[config.mk]
export PLATFORM = sky130hd
export DESIGN_NAME = rse_ctrl
export DESIGN_NICKNAME = d
export VERILOG_FILES = /design/src/hw/rtl/record_exchange_sorter_macros.svh /design/src/hw/rtl/rse_pkg.sv /design/src/hw/rtl/rse_ctrl.sv
export SDC_FILE = /design/constraint.sdc
export NUM_CORES = 1
export LEC_CHECK = 0
export ABC_CLOCK_PERIOD_IN_PS = 1700
export BUFFER_PORTS_ARGS = -buffer_cell sky130_fd_sc_hd__buf_2
export CORE_AREA = 2 2 39 41
export DETAILED_ROUTE_END_ITERATION = 6
export DIE_AREA = 0 0 41 43
export SLEW_MARGIN = 40
export SYNTH_ARGS = -nofsm -noshare
export SYNTH_HDL_FRONTEND = slang
export SYNTH_SLANG_ARGS = --single-unit
[constraint.sdc]
create_clock -name clk -period 1.7 [get_ports clk]
set_clock_uncertainty 0.05 [all_clocks]
set_input_delay 0.34 -clock clk [delete_from_list [all_inputs] [get_ports clk]]
set_output_delay 0.34 -clock clk [all_outputs]
set_load 0.005 [all_outputs]
[src/hw/rtl/record_exchange_sorter_macros.svh]
// assertion macros used by the record exchange sorter datapath
`ifndef RECORD_EXCHANGE_SORTER_MACROS_SVH
`define RECORD_EXCHANGE_SORTER_MACROS_SVH

// same-cycle implication, checked on clk, off while rst_n is low
`define RSE_ASSERT_IMPL(lbl, ante, cons, msg) \
  lbl: assert property (@(posedge clk) disable iff (!rst_n) (ante) |-> (cons)) \
    else $error(msg);

// next-cycle implication, checked on clk, off while rst_n is low
`define RSE_ASSERT_NEXT(lbl, ante, cons, msg) \
  lbl: assert property (@(posedge clk) disable iff (!rst_n) (ante) |=> (cons)) \
    else $error(msg);

`endif

[src/hw/rtl/rse_pkg.sv]
// shared types, constants and the name canonicalizer of the record sorter
`default_nettype none

package rse_pkg;

  localparam int ROLL_W     = 16;
  localparam int NAME_W     = 64;
  localparam int SCORE_W    = 14;
  localparam int KEY_W      = 2;
  localparam int NAME_BYTES = 8;

  localparam logic [KEY_W-1:0] KEY_NONE  = 2'd0;
  localparam logic [KEY_W-1:0] KEY_SCORE = 2'd1;
  localparam logic [KEY_W-1:0] KEY_NAME  = 2'd2;

  typedef struct packed {
    logic [ROLL_W-1:0]  roll;
    logic [NAME_W-1:0]  name;
    logic [SCORE_W-1:0] score;
  } rec_t;

  localparam int REC_W = $bits(rec_t);

  // controller to datapath: one strobe per phase, none for the emit wait state
  typedef struct packed {
    logic idle;
    logic head;
    logic first;
    logic run;
    logic tail;
    logic emit_rd;
    logic emit_ld;
  } dp_cmd_t;

  // datapath to controller
  typedef struct packed {
    logic in_xfer;
    logic in_last;
    logic sort_go;
    logic run_done;
    logic more_rows;
    logic out_xfer;
    logic emit_done;
  } dp_sts_t;

  // keep the top NAME_BYTES bytes, cut at the first zero byte
  function automatic logic [NAME_W-1:0] canon_name(input logic [NAME_W-1:0] raw);
    logic [NAME_W-1:0] res;
    logic              alive;
    logic [7:0]        byte_v;
    res   = '0;
    alive = 1'b1;
    for (int b = 0; b < 8; b++) begin
      byte_v = raw[NAME_W-1-8*b -: 8];
      if (b >= NAME_BYTES || byte_v == 8'd0) alive = 1'b0;
      if (alive) res[NAME_W-1-8*b -: 8] = byte_v;
    end
    return res;
  endfunction

endpackage

`default_nettype wire

[src/hw/rtl/rse_ctrl.sv]
// phase sequencer for load, exchange sort and emission
`default_nettype none

module rse_ctrl (
  input  logic             clk,
  input  logic             rst_n,
  input  rse_pkg::dp_sts_t sts,
  output rse_pkg::dp_cmd_t cmd
);
  import rse_pkg::*;

  typedef enum logic [7:0] {
    S_IDLE    = 8'b0000_0001,
    S_HEAD    = 8'b0000_0010,
    S_FIRST   = 8'b0000_0100,
    S_RUN     = 8'b0000_1000,
    S_TAIL    = 8'b0001_0000,
    S_EMIT_RD = 8'b0010_0000,
    S_EMIT_LD = 8'b0100_0000,
    S_EMIT_WT = 8'b1000_0000
  } state_t;

  state_t state_r, state_nxt;

  always_comb begin
    state_nxt = state_r;
    case (state_r)
      S_IDLE: begin
        if (sts.in_xfer && sts.in_last) state_nxt = sts.sort_go ? S_HEAD : S_EMIT_RD;
      end
      S_HEAD:    state_nxt = S_FIRST;
      S_FIRST:   state_nxt = S_RUN;
      S_RUN: begin
        if (sts.run_done) state_nxt = S_TAIL;
      end
      S_TAIL:    state_nxt = sts.more_rows ? S_HEAD : S_EMIT_RD;
      S_EMIT_RD: state_nxt = S_EMIT_LD;
      S_EMIT_LD: state_nxt = S_EMIT_WT;
      S_EMIT_WT: begin
        if (sts.out_xfer) state_nxt = sts.emit_done ? S_IDLE : S_EMIT_RD;
      end
      default:   state_nxt = S_IDLE;
    endcase
  end

  always_ff @(posedge clk) begin
    if (!rst_n) begin
      state_r <= S_IDLE;
    end else begin
      state_r <= state_nxt;
    end
  end

  always_comb begin
    cmd         = '0;
    cmd.idle    = (state_r == S_IDLE);
    cmd.head    = (state_r == S_HEAD);
    cmd.first   = (state_r == S_FIRST);
    cmd.run     = (state_r == S_RUN);
    cmd.tail    = (state_r == S_TAIL);
    cmd.emit_rd = (state_r == S_EMIT_RD);
    cmd.emit_ld = (state_r == S_EMIT_LD);
  end

endmodule

`default_nettype wire

# Word level (Yosys, flattened, before mapping)
# Cells that the tools add are included.
# Widths: inputs -> output; s select.
# totals
regBits	8
out_inout_bits	7
# op_classes
n_eq_ne	11
muxes	7
reduce_logical	2
# op_table
operator	count
$pmux 8 s8	1
$mux 8	3
$mux 6	3
$eq 8x1->1 const B	1
$eq 8x2->1 const B	1
$eq 8x3->1 const B	1
$eq 8x4->1 const B	1
$eq 8x5->1 const B	1
$eq 8x6->1 const B	1
$eq 8x7->1 const B	1
$eq 8x8->1 const B	1
$ne 2x2->1 const B	2
$reduce_and 3->1	1
$ne 2x1->1 const B	1
$logic_and 1x1->1	1

# Longest topological paths before layout
# Gate-level depths: netlist (run 1).
# depth
word_depth	3
depth_mapped	5
ltp_nobuf	5

# Worst setup path before layout (run 1)
# Ideal clock, no wire load.
# synth_timing
path_kind	flip-flop to flip-flop
from	register state_r[2]
to	register state_r[1]
setup_time_ns	0.131
t_arrival_ns	1.316
t_required_ns	1.519
path_slack_ns	0.203
stages_incl_launch_ff	5
path_buffers	0
synth_period_minus_slack_ns	1.497
cell_sequence	dfxtp_1 -> nor4_4 -> nand4b_2 -> o211ai_1 -> nor3_1
# synth_via
elab_chain_cells	3
word_cells_on_any_way	13
cone_classes	eq/ne: 11; mux: 1; reduce/logical: 1
# synth_lines
element	line	rtl
start: declaration	rse_ctrl.sv:23	state_t state_r, state_nxt;
start signal: assignment	rse_ctrl.sv:50	state_r <= state_nxt;
$eq 8x1->1, or another cell as far along	rse_ctrl.sv:27	case (state_r)
$ne 2x1->1 (no source line) or $ne 2x2->1 (tied branches)	--	
$reduce_and 3->1 (no source line)	--	
# Parallel ways exist; a longest one is shown, timed or not.
# A chain may end at the register's enable or synchronous reset.

==> flow_metrics.py, run 1 <==
metrics = {
    "status": {
        "status": "finished with violations",
        "violations": "negative setup slack",
    },
    "worst_setup_path": {
        "cp_num_buf_inv": 2,
        "max_stage_delay_ns": 0.35,
        "start_kind": "flop",
        "required_ns": 1.31,
        "reg2reg_depth": 7,
        "rrSetupSlack_ns": 0.04,
        "r2r_end": "state_r[1]",
        "cp_max_fo": 7,
        "r2r-start": "state_r[3]",
        "path_depth": 4,
        "path_cells": "nor4_4 > buf_6 > and4b_2 > buf_2",
        "cp_top_family": "simple AND/OR/NAND/NOR gates",
        "cpMaxStageDelayCell": "dfxtp_2",
        "worst_setup_path_end_kind": "primary output",
        "crit_type": "reg2out",
        "worstPathArrival_ns": 1.38,
    },
    "synth": {
        "synth_top_family_by_area": "simple AND/OR/NAND/NOR gates",
        "synth_seq_cells": 8,
        "synth_area_per_cell_um2": 9.104,
        "synth_warnings": 0,
        "synth_cell_types": 27,
        "ys_seq_area_share_pct": 30.33,
        "synth_area_um2": 528.0,
        "postSynthCellCount": 58,
        "yosys.area_share.adder_pct": 0,
        "synth-simple-area-share_pct": 44.55,
        "synth-compound-area-share_pct": 15.64,
        "synthXorXnorAreaFrac_pct": 6.635,
        "syn-num-nets": 67,
        "synthMuxAreaShare_pct": 0,
    },
    "layout": {
        "largestRegisters": "state_r x8",
        "drive_gt1_share_pct": 57.61,
        "nets": 103,
        "largest_reg_flops": 8,
        "fin_util_pct": 60.31,
        "regMostFlops": "state_r",
        "areaGrowthSynthToFinish_pct": 58.06,
        "diodes": 0,
        "instances_no_fill": 108,
    },
    "sta": {
        "worst_slew_pin_slew_ns": 0.3571,
        "period_share_pct": 104.4,
        "relSlewSlack_pct": 75.88,
        "timing.fmax_mhz": 563.5,
        "timing.final.crit_period_ns": 1.774,
        "timing.final.ws_setup_ns": -0.07449,
        "setup_viol": 4,
        "hold_viol": 0,
        "rsz0062_at_grt": "true",
        "setup-tns-final_ns": -0.2135,
        "drv_slew": 0,
    },
    "pwr": {
        "ir_worst_vdd_mv": 0.5536,
        "p_leak_nw": 0.4160,
        "power.density_nw_per_um2": 974.5,
        "power_mw": 0.8133,
    },
    "drt": {
        "vias_per_cell": 5.296,
        "wl_per_cell_um": 13.26,
        "vias": 572,
        "detail-route-antenna-nets": 0,
        "totalWireLength_um": 1432,
        "drtPass1Iterations": 2,
        "drt_iter0_drc": 5,
        "drc": 0,
    },
    "global_route": {
        "grt.overflow.total": 0,
        "antenna_found_initial": 0,
        "grt_max_degree": 8,
        "grt.total_usage_pct": 19.44,
        "grt_pass1_vias": 550,
        "grt_pass1_wl_um": 2235,
    },
    "die": {
        "die_area_um2": 1763,
        "ios": 16,
        "die_h_um": 43,
        "start_util_pct": 38.16,
        "die_w_um": 41,
        "rows": 14,
        "core_area_um2": 1384,
    },
    "min_path": {
        "hold_path.startpoint": "rst_n",
        "hp-class": "in2reg",
        "worstHoldPathCells": 2,
        "min_delay_worst_endpoint": "state_r[0]",
    },
    "placement": {
        "gp_congestion": 0.7558,
        "dpl.hpwl_um": 984.6,
        "io_buffers": 15,
        "dp_cells": 95,
    },
    "clocking": {
        "tritoncts": "done",
        "path_clk_slew_ns": 0.06,
        "clockBufferDepth": 2,
        "clock_latency_ns": 0.26,
        "ctsHtreeMaxLevel": 1,
        "numCtsBuffers": 3,
        "ctsRootBufferMaster": "clkbuf_4",
        "clkSinkCount": 8,
    },
    "job": {
        "max-cap-violations": 0,
    },
}
[worst max-delay path by stage]
stage                     startpoint          to  slack, ns
final                     state_r[3]      cmd[0]      -0.07
after global routing      state_r[5]      cmd[0]      -0.14
after CTS                 state_r[7]      cmd[1]      -0.07
after detailed placement  state_r[2]  state_r[1]       0.06
after global placement    state_r[2]  state_r[1]       0.09
after floorplan           state_r[2]  state_r[1]       0.20
[routing by layer]
| layer | part of all wire (%) | routed length (µm) | GRT usage, % |
|---|---|---|---|
| met1 | 40 | 566 | 20.78 |
| met3 | 4.1 | 59 | 4.712 |
| met4 | 1.3 | 19 | 10.00 |
| met2 | 55 | 787 | 32.81 |
| met5 | 0 | 0 | 0 |
[synth_stat cells (all sizes together)]
cell | instances | area share (%)
xor2 | 4 | 6.6
dfxtp | 8 | 30
nand3 | 6 | 5.7
o21a | 1 | 1.4
o211a | 1 | 1.9
nor2b | 2 | 2.4
a41oi | 1 | 1.7
nand2b | 1 | 1.2
nand4b | 3 | 6.2
nand2 | 2 | 1.4
nor4 | 2 | 8.1
o2111a | 1 | 2.1
a2bb2oi | 1 | 1.7
nor3 | 4 | 4.7
and4b | 3 | 6.2
o211ai | 1 | 1.4
a22oi | 1 | 1.4
o221a | 1 | 2.1
inv | 4 | 2.8
nor2 | 6 | 4.3
o21ai | 2 | 1.9
and2b | 1 | 1.7
and3 | 1 | 1.2
and4 | 1 | 1.7
[through the flow]
stage | hold slack (ns) | setup WS, ns | instance area (µm²)
2_1_floorplan | 0.3803 | 0.2029 | 528.0
5_1_grt | 0.2435 | -0.1388 | 834.6
6_report | 0.2295 | -0.07449 | 834.6
3_3_place_gp | 0.4952 | 0.09320 | 668.1
3_5_place_dp | 0.5016 | 0.06203 | 668.1
4_1_cts | 0.2271 | -0.07135 | 752.0
[kinds of logic after synthesis]
group,count (synthesis)
AND/OR/NAND/NOR,32
flip-flops,8
AO/OA/AOI/OAI,10
XOR/XNOR,4
buffers and inverters,4
[final cells by class]
class,instances,area [µm²]
well taps,16,20.02
multi-input cells,46,395.4
fillers,131,549.3
inverters,4,15.01
repair buffers,31,215.2
clock buffers,3,22.52
flip-flops and latches,8,166.4
[cells in the final DEF, fill, tap and decap left out, types with 2 or more instances in the layout]
cell      count
nand3_1       4
nor2_1        3
inv_1         2
inv_2         2
buf_4        14
nor2_2        2
nor4_4        2
clkbuf_4      3
dfxtp_2       2
buf_6         4
dfxtp_1       5
xor2_1        4
nor2b_1       2
buf_2        13
and4b_2       2
nor3_1        3
nand4b_1      2
[power breakdown]
part / switching (mW) / internal, mW
Combinational: 0.197 / 0.228
Sequential: 0.0318 / 0.210
Clock: 0.0660 / 0.0809
Total: 0.295 / 0.519
[timing repair]
item                       in CTS  in global routing
buffers inserted                6                  4
gates cloned                    0                  0
hold buffers                    0                  0
gates resized for setup         8                 13
pin swaps                       4                  2
setup endpoints to repair       6                 13
Power figures use the tool's default switching activity.
==> inputs of run 2 (changes only) <==
--- a/config.mk
+++ b/config.mk
@@ -7,9 +7,13 @@
 export LEC_CHECK = 0
 export ABC_CLOCK_PERIOD_IN_PS = 1700
 export BUFFER_PORTS_ARGS = -buffer_cell sky130_fd_sc_hd__buf_2
-export CORE_AREA = 2 2 39 41
+export CELL_PAD_IN_SITES_DETAIL_PLACEMENT = 1
+export CELL_PAD_IN_SITES_GLOBAL_PLACEMENT = 2
+export CORE_ASPECT_RATIO = 1.4
+export CORE_MARGIN = 2
+export CORE_UTILIZATION = 28
 export DETAILED_ROUTE_END_ITERATION = 6
-export DIE_AREA = 0 0 41 43
+export PLACE_DENSITY_LB_ADDON = 0.1
 export SLEW_MARGIN = 40
 export SYNTH_ARGS = -nofsm -noshare
 export SYNTH_HDL_FRONTEND = slang
==> run 2 against run 1 <==
Net effect: clock-buffer cell count unchanged; utilization shrank 11 points; sequential power is 2% higher; final area rose by 5.7%; global-route usage is 1.2 points lower; worst hold slack worse by 0.0049 ns; non-clock buffer count is 7 higher; final cell count grew 10%; the flow still finishes with violations (negative setup slack); highest routed layer unchanged; via count grew 5.1%; wire length up 38%.
==> flow_metrics.py, run 2 (synthesis gave the netlist of run 1 again) <==
metrics = {
    "status": {
        "status": "finished with violations",
        "violations": "negative setup slack",
    },
    "sta": {
        "timing.final.ws_setup_ns": -0.1043,
        "hold_ws_ns": 0.2246,
        "setup_viol": 11,
        "timing.final.crit_period_ns": 1.804,
        "period_share_pct": 106.1,
        "drv_slew": 0,
        "rsz0062_at_grt": "true",
        "worst_slew_pin_slew_ns": 0.3654,
        "relSlewSlack_pct": 75.46,
        "hold_viol": 0,
        "timing.fmax_mhz": 554.2,
    },
    "global_route": {
        "grt.total_usage_pct": 18.23,
        "grt.overflow.total": 0,
        "grt_pass1_vias": 616,
        "grt_max_degree": 8,
        "antenna_found_initial": 0,
        "grt_pass1_wl_um": 2746,
    },
    "worst_setup_path": {
        "r2r_end": "state_r[2]",
        "rrSetupSlack_ns": -0.07,
        "max_stage_delay_ns": 0.33,
        "crit_type": "reg2out",
        "cpMaxStageDelayCell": "dfxtp_2",
        "r2r-start": "state_r[4]",
        "startpoint": "state_r[7]",
        "path_cells": "buf_4 > nor2_1 > nand2_1 > nor2_1 > buf_2",
        "cp_max_fo": 4,
        "worst_setup_path_end_kind": "primary output",
        "reg2reg_depth": 7,
        "worstPathArrival_ns": 1.41,
        "required_ns": 1.31,
        "start_kind": "flop",
        "endpoint": "cmd[5]",
        "critPathMostFrequentCell": "nor2_1",
    },
    "layout": {
        "multi_input_area_um2": 390.4,
        "regMostFlops": "state_r",
        "largestRegisters": "state_r x8",
        "final_common_cell": "buf_4",
        "largest_reg_flops": 8,
        "most-common-layout-cells": "buf_4, buf_2, nor2_1",
        "fillers": 220,
        "areaGrowthSynthToFinish_pct": 67.06,
        "register_area_um2": 171.4,
        "final_area_um2": 882.1,
        "drive_gt1_share_pct": 60.61,
        "diodes": 0,
        "nets": 110,
    },
    "die": {
        "core_area_um2": 1779,
        "die_h_um": 55.38,
        "die_w_um": 40.70,
        "start_util_pct": 29.68,
        "ios": 16,
        "die_area_um2": 2254,
        "rows": 18,
    },
    "pwr": {
        "switchingPower_mw": 0.3445,
        "swShare_pct": 38.25,
        "power_frac_seq_pct": 27.3,
        "power.density_nw_per_um2": 1021,
        "p_clk_share_pct": 17.1,
        "comb_power_share_pct": 55.6,
        "ir_worst_vdd_mv": 0.4082,
        "p_leak_nw": 0.4601,
        "power.internal_mw": 0.5562,
    },
    "clocking": {
        "ctsRootBufferMaster": "clkbuf_4",
        "clockBufferDepth": 2,
        "tritoncts": "done",
        "ctsHtreeMaxLevel": 1,
        "clkSinkCount": 8,
        "numCtsBuffers": 3,
        "path_clk_slew_ns": 0.06,
        "cts_hold_buf": 0,
        "clock_latency_ns": 0.26,
    },
    "drt": {
        "vias_per_cell": 5.050,
        "vias": 601,
        "drtPass1Iterations": 4,
        "drt_iter0_drc": 7,
        "totalWireLength_um": 1978,
        "drc": 0,
        "detail-route-antenna-nets": 0,
        "wl_per_cell_um": 16.62,
    },
    "min_path": {
        "hp-class": "in2reg",
    },
    "job": {
        "max-cap-violations": 0,
    },
    "placement": {
        "placed_cell_area_um2": 680.7,
        "place_worst_setup_slack_ns": 0.04392,
        "dpl.hpwl_um": 1234,
        "gp_congestion": 0.6939,
        "io_buffers": 15,
    },
}
## run 2: area by class of cell
| type | instances | area share [%] |
|---|---|---|
| multi-input combinational | 46 | 44.26 |
| timing repair buffer | 38 | 29.22 |
| sequential | 8 | 19.43 |
| tap | 20 | 2.837 |
| clock buffer | 3 | 2.553 |
| inverter | 4 | 1.702 |
## run 2: metal layers
layer	vias up	share of wire [%]	track usage [%]
li1	304	-	-
met1	281	39	19.70
met2	10	56	28.12
met3	6	1.7	4.016
met4	0	2.8	14.29
met5	-	0	0
## run 2: how the worst min path moves through the flow
stage | from | endpoint | slack (ns) | depth (start not counted)
after floorplan | rst_n | state_r[0] | 0.38 | 1
after global placement | rst_n | state_r[0] | 0.49 | 2
after detailed placement | rst_n | state_r[0] | 0.49 | 2
after CTS | rst_n | state_r[0] | 0.21 | 2
after global routing | rst_n | state_r[0] | 0.23 | 2
final | rst_n | state_r[0] | 0.22 | 2
## run 2: repair_timing
item / CTS / global route
endpoints found under the setup margin: 6 / 14
resized for setup: 3 / 16
buffers inserted: 7 / 9
endpoints found under the hold margin: 0 / 0
pin swaps: 2 / 6
## run 2: critical path: cells and delay by family (launching register included)
family,cells,cell delay (ns)
buffers and inverters,2,0.26
DFF,1,0.33
and+or+nand+nor,3,0.56
## run 2: power by group through the flow
| stage | Clock [mW] | Combinational (mW) | Sequential [mW] |
|---|---|---|---|
| floorplan | 0 | 0.196 | 0.241 |
| global placement | 0 | 0.299 | 0.250 |
| detailed placement | 0 | 0.297 | 0.250 |
| CTS | 0.153 | 0.344 | 0.248 |
| global route | 0.161 | 0.541 | 0.250 |
| finish | 0.154 | 0.501 | 0.246 |
## run 2: through the flow
stage / setup TNS (ns) / total power, mW / cells / util (%)
6_report: -0.7718 / 0.9007 / 119 / 49.58
5_1_grt: -1.832 / 0.9519 / 119 / 49.58
4_1_cts: -0.2525 / 0.7452 / 110 / 42.69
3_5_place_dp: 0 / 0.5463 / 100 / 38.26
3_3_place_gp: 0 / 0.5487 / 100 / 38.26
2_1_floorplan: 0 / 0.4371 / 58 / -
==> inputs of run 3 (changes only) <==
--- a/config.mk
+++ b/config.mk
@@ -5,13 +5,14 @@
 export SDC_FILE = /design/constraint.sdc
 export NUM_CORES = 1
 export LEC_CHECK = 0
+export ABC_AREA = 1
 export ABC_CLOCK_PERIOD_IN_PS = 1700
 export BUFFER_PORTS_ARGS = -buffer_cell sky130_fd_sc_hd__buf_2
 export CELL_PAD_IN_SITES_DETAIL_PLACEMENT = 1
 export CELL_PAD_IN_SITES_GLOBAL_PLACEMENT = 2
 export CORE_ASPECT_RATIO = 1.4
 export CORE_MARGIN = 2
-export CORE_UTILIZATION = 28
+export CORE_UTILIZATION = 26
 export DETAILED_ROUTE_END_ITERATION = 6
 export PLACE_DENSITY_LB_ADDON = 0.1
 export SLEW_MARGIN = 40
==> run 3 against run 2 <==
Net effect: the run now ends clean; synthesized cell count grew 52%; register-to-register slack better by 0.51 ns; via count decreased by 7.3%; sequential power is 16% lower; die area grew 17%; total power decreased by 38%.
==> flow_metrics.py, run 3 <==
metrics = {
    "die": {
        "die_w_um": 44.07,
        "die_h_um": 60.09,
        "die_area_um2": 2648,
        "core_area_um2": 2152,
        "rows": 20,
        "start_util_pct": 27.15,
        "ios": 16,
    },
    "drt": {
        "wl_per_cell_um": 10.99,
        "vias": 557,
        "drtPass1Iterations": 3,
        "totalWireLength_um": 1407,
        "detail-route-antenna-nets": 0,
        "vias_per_cell": 4.352,
        "drt_iter0_drc": 11,
        "drc": 0,
    },
    "global_route": {
        "grt_pass1_vias": 593,
        "antenna_found_initial": 0,
        "grt.overflow.total": 0,
        "grt_max_degree": 8,
        "grt_pass1_wl_um": 2573,
        "grt.total_usage_pct": 13.77,
    },
    "pwr": {
        "switchingPower_mw": 0.2006,
        "power.density_nw_per_um2": 789.9,
        "p_clk_share_pct": 24.9,
        "comb_power_share_pct": 38.1,
        "power.internal_mw": 0.3598,
        "p_leak_nw": 0.4084,
        "power_frac_seq_pct": 36.9,
        "swShare_pct": 35.79,
        "ir_worst_vdd_mv": 0.3271,
    },
    "layout": {
        "nets": 117,
        "largest_reg_flops": 8,
        "fin_util_pct": 32.97,
        "areaGrowthSynthToFinish_pct": 21.41,
        "most-common-layout-cells": "nand2_1, buf_2, nor2_1",
        "final_common_cell": "nand2_1",
        "drive_gt1_share_pct": 41.51,
        "regMostFlops": "state_r",
        "diodes": 0,
        "largestRegisters": "state_r x8",
    },
    "worst_setup_path": {
        "cp_top_family": "simple AND/OR/NAND/NOR gates",
        "worstPathArrival_ns": 1.14,
        "cpMaxStageDelayCell": "dfxtp_1",
        "required_ns": 1.31,
        "start_kind": "flop",
        "reg2reg_depth": 10,
        "r2r-start": "state_r[6]",
        "crit_type": "reg2out",
        "cp_num_buf_inv": 3,
        "rrSetupSlack_ns": 0.44,
        "max_stage_delay_ns": 0.32,
        "r2r_end": "state_r[0]",
        "path_cells": "inv_2 > nand2_4 > nor2_8 > nand2_1 > inv_1 > buf_2",
        "cp_max_fo": 6,
        "worst_setup_path_end_kind": "primary output",
    },
    "synth": {
        "yosysMostFrequentCell": "nand2_1",
        "netlist.area_leader.share_pct": 27.41,
        "synth_area_um2": 584.3,
        "synthArstFlopShare_pct": 0,
        "syn-num-nets": 97,
        "postSynthCellCount": 88,
        "synth_cell_types": 19,
        "synth_common_cells": "nand2_1, nor2_1, inv_1, inv_2, dfxtp_1",
        "synth_area_per_cell_um2": 6.640,
        "synth.area.top_cells": "dfxtp_1, nand2_1, nand2_4",
        "synth_seq_cells": 8,
        "ys.flop_type": "dfxtp_1",
        "synth_warnings": 0,
        "synth-edff-count": 0,
        "synth_area_leader_cell": "dfxtp_1",
        "ys_seq_area_share_pct": 27.41,
    },
    "sta": {
        "relSlewSlack_pct": 83.26,
        "setup_viol": 0,
        "hold_ws_ns": 0.2366,
        "period_share_pct": 90.05,
        "drv_slew": 0,
        "setup-tns-final_ns": 0,
        "timing.final.crit_period_ns": 1.531,
        "timing.fmax_mhz": 653.2,
        "worst_slew_pin_slew_ns": 0.2508,
        "rsz0062_at_grt": "false",
        "hold_viol": 0,
    },
    "clocking": {
        "ctsRootBufferMaster": "clkbuf_4",
        "numCtsBuffers": 3,
        "path_clk_slew_ns": 0.05,
        "post_cts_buffers": 0,
        "cts_hold_buf": 0,
        "tritoncts": "done",
        "clockBufferDepth": 2,
        "post_cts_resized": 0,
        "clkSinkCount": 8,
        "ctsHtreeMaxLevel": 1,
        "clock_latency_ns": 0.25,
    },
    "job": {
        "max-cap-violations": 0,
    },
    "placement": {
        "dpl.hpwl_um": 1251,
        "io_buffers": 15,
        "gp_congestion": 0.7301,
    },
    "min_path": {
        "hold_path.startpoint": "rst_n",
        "worstHoldPathCells": 2,
        "hp-class": "in2reg",
        "min_delay_worst_endpoint": "state_r[0]",
    },
    "status": {
        "status": "completed",
    },
}
==> run 3: how the worst max path moves through the flow <==
stage	from	to	slack, ns	cells past startpoint
floorplan	state_r[1]	cmd[3]	0.58	5
global route	state_r[6]	cmd[4]	0.05	6
detailed placement	state_r[6]	state_r[0]	0.42	10
global placement	state_r[1]	cmd[3]	0.43	6
CTS	state_r[1]	cmd[3]	0.15	6
finish	state_r[2]	cmd[0]	0.17	6
==> run 3: layout make-up <==
type	instances	area [µm²]
well taps	22	27.53
flip-flops and latches	8	160.2
multi-input cells	61	352.8
clock buffers	3	22.52
inverters	19	71.32
fillers	297	1443
repair buffers	15	75.07
==> run 3: stage by stage <==
step | power [mW] | area, µm² | std cells | setup WS [ns]
2_1_floorplan | 0.3743 | 584.3 | 88 | 0.5785
3_5_place_dp | 0.4304 | 686.9 | 125 | 0.4191
5_1_grt | 0.6203 | 709.4 | 128 | 0.05315
4_1_cts | 0.5766 | 709.4 | 128 | 0.1460
6_report | 0.5604 | 709.4 | 128 | 0.1691
3_3_place_gp | 0.4293 | 686.9 | 125 | 0.4300
==> run 3: cell families (layout without fill, tap and decap cells) <==
group | Yosys count | in the layout | synth area share, %
AND/OR/NAND/NOR | 56 | 56 | 54.17
buffers and inverters | 19 | 37 | 12.20
flip-flops | 8 | 8 | 27.41
AO/OA/AOI/OAI | 5 | 5 | 6.209
==> run 3: per-layer routing <==
metal	GRT usage [%]	vias up	share of wire, %
met5	0	-	0
met4	6.494	0	1.1
met3	3.625	2	3.5
met2	23.11	10	52
met1	15.97	246	43
li1	-	299	-
==> run 3: power groups by stage <==
stage	combinational [mW]	sequential [mW]	clock, mW
after global placement	0.219	0.211	0
after global routing	0.246	0.209	0.166
after floorplan	0.164	0.210	0
final	0.214	0.207	0.140
after detailed placement	0.219	0.211	0
after CTS	0.221	0.207	0.149
